$ cat src/hw/rtl/rotary_encoder_decoder_top_macros.svh
// ----------------------------------------------------------------------------
// Assertion macros for the rotary encoder decoder
// Shared wrappers around concurrent assertions. Defining ASSERT_OFF turns
// every use into nothing.
// ----------------------------------------------------------------------------
`ifndef ROTARY_ENCODER_DECODER_TOP_MACROS_SVH
`define ROTARY_ENCODER_DECODER_TOP_MACROS_SVH

`ifndef ASSERT_OFF
// Checked at every rising clock edge, held off while reset is asserted.
`define RED_ASSERT(name, prop, msg) \
  name: assert property (@(posedge clk_i) disable iff (!rst_ni) (prop)) else $error(msg);
// Checked at every rising clock edge, reset included.
`define RED_ASSERT_ALWAYS(name, prop, msg) \
  name: assert property (@(posedge clk_i) (prop)) else $error(msg);
`else
`define RED_ASSERT(name, prop, msg)
`define RED_ASSERT_ALWAYS(name, prop, msg)
`endif

`endif

$ cat src/hw/rtl/red_pkg.sv
// ----------------------------------------------------------------------------
// Rotary encoder decoder package
// Types shared by the top level and the per-sample update logic, and the
// quadrature transition table.
// ----------------------------------------------------------------------------
package red_pkg;

  localparam int unsigned IndexW    = 2;
  localparam int unsigned TimeW     = 32;
  localparam int unsigned DebounceW = 16;
  localparam int unsigned InDataW   = 40;
  localparam int unsigned OutDataW  = 8;

  // One poll sample of one encoder.
  typedef struct packed {
    logic [TimeW-1:0]  time_ms;
    logic              switch_level;
    logic              pin_b_level;
    logic              pin_a_level;
    logic [IndexW-1:0] encoder_index;
  } sample_t;

  // Per-encoder state.
  typedef struct packed {
    logic [1:0]        last_ab;
    logic signed [2:0] quarter_steps;
    logic              stable_button;
    logic              last_raw_button;
    logic [TimeW-1:0]  change_stamp;
  } chan_t;

  localparam chan_t ChanReset = '{
    last_ab:         2'b11,
    quarter_steps:   3'sd0,
    stable_button:   1'b1,
    last_raw_button: 1'b1,
    change_stamp:    '0
  };

  // Events produced by one sample.
  typedef struct packed {
    logic button_pressed;
    logic button_event;
    logic rotate_direction;
    logic rotate_event;
  } events_t;

  // Quarter-step for the transition {previous A, previous B, A, B}.
  function automatic logic signed [1:0] quad_step(input logic [3:0] trans);
    logic signed [1:0] step;
    step = 2'sd0;
    case (trans) inside
      4'd2, 4'd4, 4'd11, 4'd13: step = 2'sd1;
      4'd1, 4'd7, 4'd8, 4'd14:  step = -2'sd1;
      default:                  step = 2'sd0;
    endcase
    return step;
  endfunction

endpackage

$ cat src/hw/rtl/rotary_encoder_decoder_top.sv
// ----------------------------------------------------------------------------
// Rotary encoder decoder, top level
// Quadrature decoding and push-button debouncing for a bank of encoders.
// ----------------------------------------------------------------------------
// Each input word is one poll sample of one encoder: its index, the A, B and
// switch pin levels and a millisecond timestamp. Every sample yields exactly
// one output word with the index echoed and flags for a completed detent
// (with its direction) and a debounced button press or release. A word is
// accepted into an input register, decoded against that encoder's state in
// combinational logic, and the result lands in an output register, so a new
// word is taken every clock unless the result side stalls. The state of an
// encoder is written back as its word moves into the output register, which
// lets samples of the same encoder follow each other back to back.
// Samples whose index is not below ENCODER_COUNT leave all state alone and
// return a word with every event flag low. The debounce time register resets
// to 5 ms and should be written only while no words are in flight.
`include "rotary_encoder_decoder_top_macros.svh"

module rotary_encoder_decoder_top #(
  parameter int ENCODER_COUNT = 4
) (
  input  logic                            clk_i,
  input  logic                            rst_ni,
  // Debounce time in milliseconds.
  input  logic                            cfg_we_i,
  input  logic [red_pkg::DebounceW-1:0]   cfg_wdata_i,
  // Sample words.
  input  logic                            s_axis_tvalid,
  output logic                            s_axis_tready,
  // [1:0] encoder_index, [2] pin_a_level, [3] pin_b_level,
  // [4] switch_level, [36:5] time_ms, [39:37] zero
  input  logic [red_pkg::InDataW-1:0]     s_axis_tdata,
  // Result words.
  output logic                            m_axis_tvalid,
  input  logic                            m_axis_tready,
  // [1:0] source_index, [2] rotate_event, [3] rotate_direction,
  // [4] button_event, [5] button_pressed, [7:6] zero
  output logic [red_pkg::OutDataW-1:0]    m_axis_tdata
);
  import red_pkg::*;

  localparam int unsigned SelW = (ENCODER_COUNT > 1) ? $clog2(ENCODER_COUNT) : 1;

  logic [DebounceW-1:0] debounce_q;

  logic    in_valid_q;
  sample_t in_q;
  logic    out_valid_q;
  logic [IndexW-1:0] out_index_q;
  events_t out_events_q;

  chan_t chan_q [ENCODER_COUNT];

  logic            advance;
  logic            in_range;
  logic [SelW-1:0] sel;
  logic            update;
  chan_t           chan_cur;
  chan_t           chan_next;
  events_t         events;
  events_t         events_gated;

  // The output register moves when it is empty or being taken; the input
  // register refills whenever its word moves on.
  assign advance       = !out_valid_q || m_axis_tready;
  assign s_axis_tready = !in_valid_q || advance;

  assign in_range = int'(in_q.encoder_index) < ENCODER_COUNT;
  assign sel      = SelW'(in_q.encoder_index);
  assign update   = in_valid_q && advance && in_range;
  assign chan_cur = in_range ? chan_q[sel] : ChanReset;

  red_update u_update (
    .sample_i      (in_q),
    .chan_i        (chan_cur),
    .debounce_ms_i (debounce_q),
    .chan_o        (chan_next),
    .events_o      (events)
  );

  assign events_gated = in_range ? events : '0;

  always_ff @(posedge clk_i or negedge rst_ni) begin
    if (!rst_ni) begin
      debounce_q <= DebounceW'(5);
    end else if (cfg_we_i) begin
      debounce_q <= cfg_wdata_i;
    end
  end

  always_ff @(posedge clk_i or negedge rst_ni) begin
    if (!rst_ni) begin
      in_valid_q  <= 1'b0;
      out_valid_q <= 1'b0;
    end else begin
      if (s_axis_tready) begin
        in_valid_q <= s_axis_tvalid;
      end
      if (advance) begin
        out_valid_q <= in_valid_q;
      end
    end
  end

  always_ff @(posedge clk_i) begin
    if (s_axis_tready && s_axis_tvalid) begin
      in_q <= sample_t'(s_axis_tdata[IndexW+3+TimeW-1:0]);
    end
    if (advance && in_valid_q) begin
      out_index_q  <= in_q.encoder_index;
      out_events_q <= events_gated;
    end
  end

  always_ff @(posedge clk_i or negedge rst_ni) begin
    if (!rst_ni) begin
      for (int k = 0; k < ENCODER_COUNT; k++) begin
        chan_q[k] <= ChanReset;
      end
    end else if (update) begin
      chan_q[sel] <= chan_next;
    end
  end

  assign m_axis_tvalid = out_valid_q;
  assign m_axis_tdata  = {2'b00, out_events_q, out_index_q};

  // A word held in the input register is never dropped while stalled.
  `RED_ASSERT(a_hold_in, in_valid_q && !advance |=> in_valid_q, "input word lost while stalled")
  // A detent always clears the count, so no stored count reaches a full step.
  `RED_ASSERT(a_count_range, update |-> chan_next.quarter_steps != -3'sd4, "count reached four")
  // Samples for absent encoders never carry events.
  `RED_ASSERT(a_no_event_out_of_range,
      m_axis_tvalid && int'(m_axis_tdata[IndexW-1:0]) >= ENCODER_COUNT
      |-> m_axis_tdata[5:2] == 4'b0000, "event for an absent encoder")
  // A button event leaves the debounced level matching the reported state.
  `RED_ASSERT(a_button_state, update && events.button_event
      |=> chan_q[$past(sel)].stable_button == !$past(events.button_pressed),
      "debounced level disagrees with button event")
  // Direction is only set together with a detent.
  `RED_ASSERT_ALWAYS(a_dir_with_event, !(m_axis_tvalid && out_events_q.rotate_direction &&
      !out_events_q.rotate_event) || !rst_ni, "direction without detent")

endmodule

$ cat src/hw/rtl/red_update.sv
// ----------------------------------------------------------------------------
// Rotary encoder decoder, per-sample update
// Decodes one sample against the state of its encoder and returns the new
// state and the events.
// ----------------------------------------------------------------------------
module red_update (
  input  red_pkg::sample_t                  sample_i,
  input  red_pkg::chan_t                    chan_i,
  input  logic [red_pkg::DebounceW-1:0]     debounce_ms_i,
  output red_pkg::chan_t                    chan_o,
  output red_pkg::events_t                  events_o
);
  import red_pkg::*;

  logic [1:0]        ab;
  logic signed [1:0] step;
  logic signed [3:0] acc;
  logic [TimeW-1:0]  elapsed;

  assign ab      = {sample_i.pin_a_level, sample_i.pin_b_level};
  assign step    = quad_step({chan_i.last_ab, ab});
  assign acc     = 4'(chan_i.quarter_steps) + 4'(step);
  assign elapsed = sample_i.time_ms - chan_i.change_stamp;

  always_comb begin
    chan_o         = chan_i;
    events_o       = '0;
    chan_o.last_ab = ab;

    // A full detent clears the count; invalid transitions give no step.
    if (step != 2'sd0) begin
      if (acc == 4'sd4) begin
        chan_o.quarter_steps = 3'sd0;
        events_o.rotate_event = 1'b1;
      end else if (acc == -4'sd4) begin
        chan_o.quarter_steps = 3'sd0;
        events_o.rotate_event     = 1'b1;
        events_o.rotate_direction = 1'b1;
      end else begin
        chan_o.quarter_steps = acc[2:0];
      end
    end

    // A raw change restarts the timer; a held level that differs from the
    // debounced one is taken once it has been stable long enough.
    if (sample_i.switch_level != chan_i.last_raw_button) begin
      chan_o.last_raw_button = sample_i.switch_level;
      chan_o.change_stamp    = sample_i.time_ms;
    end else if (sample_i.switch_level != chan_i.stable_button &&
                 elapsed >= TimeW'(debounce_ms_i)) begin
      chan_o.stable_button    = sample_i.switch_level;
      events_o.button_event   = 1'b1;
      events_o.button_pressed = !sample_i.switch_level;
    end
  end

endmodule

$ cat config.mk
export PLATFORM = sky130hd
export DESIGN_NAME = rotary_encoder_decoder_top
export DESIGN_NICKNAME = d
export VERILOG_FILES = /design/src/hw/rtl/red_pkg.sv /design/src/hw/rtl/rotary_encoder_decoder_top.sv /design/src/hw/rtl/red_update.sv
export VERILOG_INCLUDE_DIRS = /design/src /design/src/hw/rtl
export SDC_FILE = /design/constraint.sdc
export NUM_CORES = 1
export LEC_CHECK = 0
export BUFFER_PORTS_ARGS = -buffer_cell sky130_fd_sc_hd__buf_2
export CAP_MARGIN = 0
export CORE_MARGIN = 10
export CORE_UTILIZATION = 45
export DETAILED_ROUTE_END_ITERATION = 12
export MAX_ROUTING_LAYER = met4
export PLACE_DENSITY = 0.61
export SLEW_MARGIN = 5
export SYNTH_ARGS = -nofsm -noshare
export SYNTH_HDL_FRONTEND = slang
export SYNTH_HIERARCHICAL = 1
export SYNTH_SLANG_ARGS = --single-unit
$ cat constraint.sdc
create_clock -name clk_i -period 4.8 [get_ports clk_i]
set_input_delay 0.24 -clock clk_i [delete_from_list [all_inputs] [get_ports clk_i]]
set_output_delay 0.24 -clock clk_i [all_outputs]
set_load 0.005 [all_outputs]
==> flow_summary_export.csv <==
group,metric,value,unit
place,hpwl,18200,µm
clocking,clock_sinks,217,
place,preCtsSetupSlack,-289,ps
timing,skew,10.2,ps
detailed_routing,dr_total_vias,7878,
clocking,cts_max_level,1,
timing,period_needed,4730,ps
floorplanning,die_h,183,µm
global_route,first_global_vias,8300,
power,p_comb_share,47.9,%
synth,synth_area_leaders,"dfrtp_1 (33%), mux2_2 (17%), edfxtp_1 (11%), mux4_2 (7.4%), ha_1 (5.5%)",
timing,fmax,211,MHz
flow_run,cap_violations,0,
timing,timing_hold_violations_final,0,
timing,slew_violations,0,
detailed_routing,ant_nets,0,
finish,syn2layout_area_growth,24.5,%
synth,ys_async_sr_fraction,80.2,%
detailed_routing,via_per_inst,5.39,
worst_setup_path,path_buf_inv,2,
worst_setup_path,cp.arrival,5190,ps
worst_setup_path,criticalPathCategory,"reg2reg",
floorplanning,fp.coreArea,26100,µm²
worst_setup_path,critical-path-top-delay-family,"compound AO/OA/AOI/OAI gates",
synth,yosysTopAreaCell,"dfrtp_1",
worst_setup_path,cpMaxStageDelayCell,"mux4_2",
global_route,grt_pass1_wl,43900,µm
timing,finalSetupViolations,0,
finish,final_util,56.9,%
worst_setup_path,slowest_delay,560,ps
global_route,grt_usage,16.4,%
synth,avgSynthCellArea,13.0,µm²
detailed_routing,drt_iter0_markers,391,
detailed_routing,wl_per_cell,18.5,µm
power,p_total,9.71,mW
worst_setup_path,worst_path_most_repeated_cell,"a211oi_2",
clocking,path_clk_slew,60,ps
floorplanning,die_w,183,µm
worst_setup_path,worstPathRequired,5260,ps
detailed_routing,wirelength,27000,µm
worst_setup_path,worstPathCellList,"buf_6 -> mux4_2 -> ha_4 -> nor2b_1 -> o2111ai_4 -> a21oi_2 -> nor2_1 -> xnor2_1 -> ha_1 -> a21oi_1 -> o21ai_2 -> a211oi_2 -> a211oi_2 -> a2111oi_4 -> nand4_1 -> o41ai_2 -> buf_4 -> mux2_4 -> mux2_2",
clocking,insertion_delay,540,ps
power,p_per_area,655,nW/µm²
timing,whs,112,ps
floorplanning,row_count,59,
floorplanning,start_util,45.7,%
worst_setup_path,crit_path_max_fanout,6,
place,gp_congestion,0.968,
clocking,cts_buffers,25,
timing,rsz0062_at_grt,"yes",
worst_setup_path,cp-end-kind,"register",
finish,n_antenna_cell,0,
power,clockPowerShare,22.0,%
worst_setup_path,critPathLaunchType,"register",
synth,yosys.cell_types.count,71,
power,p_seq_share,30.0,%
floorplanning,io_pins,71,
synth,yosysTopAreaCellShare,32.8,%
detailed_routing,remaining_drc_errors,0,
synth,ys_seq_area_share,47.6,%
outcome,outcome,"completed",
timing,slew_headroom,29.6,%
timing,final.setup.worst_slack,71.1,ps
synth,ys_ff_latch,217,
power,p_leak,6.38,nW
finish,n_fill_cell,2135,
power,p_int,6.39,mW
synth,syn_area,11900,µm²
global_route,overflow,0,
timing,fin_crit_sh,98.5,%
finish,drive_gt1_share,43.1,%
clocking,cts_tree,"yes",
worst_hold_path,min_path_type,"in2reg",
power,p_sw,3.32,mW
place,portBuffers,65,
synth,syn_inst,919,
detailed_routing,dr.pass1.iters,4,
finish,nets,1222,
synth,synth_flop_cell,"dfrtp_1",
clocking,clockBufferDepth,3,
power,p_sw_share,34.2,%
global_route,antenna_found_initial,0,
timing,worst_pin_slew,1060,ps
synth,yosysWarningCount,6,
clocking,cts_root_buf,"clkbuf_16",
floorplanning,design.die.area,33400,µm²
global_route,grt_max_degree,175,
synth,synth_edf_count,43,
power,ir_worst_vdd,0.335,mV
power groups by stage:
stage	Clock (mW)	Sequential [mW]	Combinational, mW
global placement	0	2.92	4.23
floorplan	0	2.84	3.08
global route	2.27	3.00	5.12
finish	2.14	2.92	4.65
CTS	2.20	2.92	4.44
detailed placement	0	2.95	4.29
flip-flops by register name, summed over array words and instances (netlist names):
signal / flops
m_axis_tvalid: 1
sel: 2
out_index_q: 2
debounce_q: 16
in_q: 35
chan_q: 156
m_axis_tdata: 4
in_valid_q: 1
path summary, 6_finish.rpt:
path / startpoint / to / slack (ps) / cells past startpoint
worst max-delay path: sel[0] / chan_q[150] / 70 / 19
worst min-delay path: m_axis_tready / m_axis_tvalid / 110 / 3
worst max register to register: sel[0] / chan_q[150] / 70 / 19
worst min register to register: chan_q[28] / chan_q[28] / 490 / 1
max in group asynchronous: rst_ni / chan_q[21] / 3630 / 3
min in group asynchronous: rst_ni / chan_q[41] / 400 / 3
logic make-up after synthesis:
| kind of cell | count (synthesis) | synth area share (%) |
|---|---|---|
| other cells | 1 | 0.0315 |
| flops | 217 | 47.6 |
| buf+inv | 106 | 4.08 |
| fa+ha+maj | 54 | 5.80 |
| xor+xnor | 25 | 1.84 |
| mux | 244 | 26.8 |
| simple gates | 142 | 6.31 |
| compound gates | 130 | 7.57 |
stage by stage:
stage / TNS (ps) / std cells / area (µm²)
global route: -651 / 1461 / 14800
finish: 0 / 1461 / 14800
floorplan: 0 / 920 / 11900
detailed placement: -1140 / 1357 / 13100
global placement: -715 / 1357 / 13100
CTS: 0 / 1459 / 14600
placed cells by master (no fill, tap or decap), types with 4 or more instances in the layout:
cell	instances
dlygate4sd3_1	55
and3_1	5
a21oi_2	7
or3_1	4
o21ai_1	5
buf_6	4
a211oi_1	7
nor2_1	31
nand2b_1	8
inv_1	56
mux4_2	39
mux2_2	184
mux2_1	19
ha_4	6
dfrtp_1	156
dfstp_2	18
buf_2	64
xnor2_1	18
xor2_1	5
edfxtp_1	43
clkbuf_16	25
buf_4	83
clkbuf_1	4
a21oi_1	29
ha_1	45
bufinv_16	7
nand4_1	16
a21o_1	12
nor3_1	9
nand2_1	35
nor2b_1	6
o21ai_0	20
nand3_1	5
o21a_1	4
routing by layer:
metal / GRT usage (%) / wire [µm]
met2: 25.2 / 12400
met3: 2.71 / 894
met1: 22.4 / 13200
met5: - / 0
met4: 3.87 / 546
synth_stat cells (all sizes together), types with 4 or more instances:
cell type / n
a21o: 12
nor3: 12
dfrtp: 156
ha: 52
inv: 58
edfxtp: 43
mux2: 204
a21oi: 39
o21ai: 27
nor2: 32
buf: 36
nand3: 5
or3: 4
nor2b: 7
dfstp: 18
nand2: 36
xor2: 6
o21a: 5
and3: 6
nand2b: 10
clkbuf: 12
a211oi: 9
nand4: 16
mux4: 39
xnor2: 19
worst reg2reg max path, delay by kind of cell (launching register included):
kind | cells | cell delay (ps)
AOI/OAI and AO/OA | 8 | 1610
xor gates and xnor gates | 1 | 230
adders and majority gates | 2 | 490
buffers and inverters | 2 | 330
DFF | 1 | 360
muxes | 3 | 1140
and+or+nand+nor | 3 | 500
layout make-up:
cell class | instances | area [µm²] | area share, %
Tap cell | 335 | 419 | 2.83
Inverter | 58 | 218 | 1.47
Clock inverter | 15 | 269 | 1.81
Sequential cell | 217 | 5670 | 38.2
Multi-Input combinational cell | 597 | 6000 | 40.5
Clock buffer | 31 | 668 | 4.51
Timing Repair Buffer | 208 | 1580 | 10.7
what timing repair did:
item                                    in CTS  in global routing
resized for setup                           22                 29
endpoints found under the setup margin       5                  6
setup buffers                                1                  2
gates cloned                                 0                  0
hold endpoints to repair                   210                  0
pin swaps                                   12                 17
hold buffers                                55                  0
(Power assumes the default switching activity.)
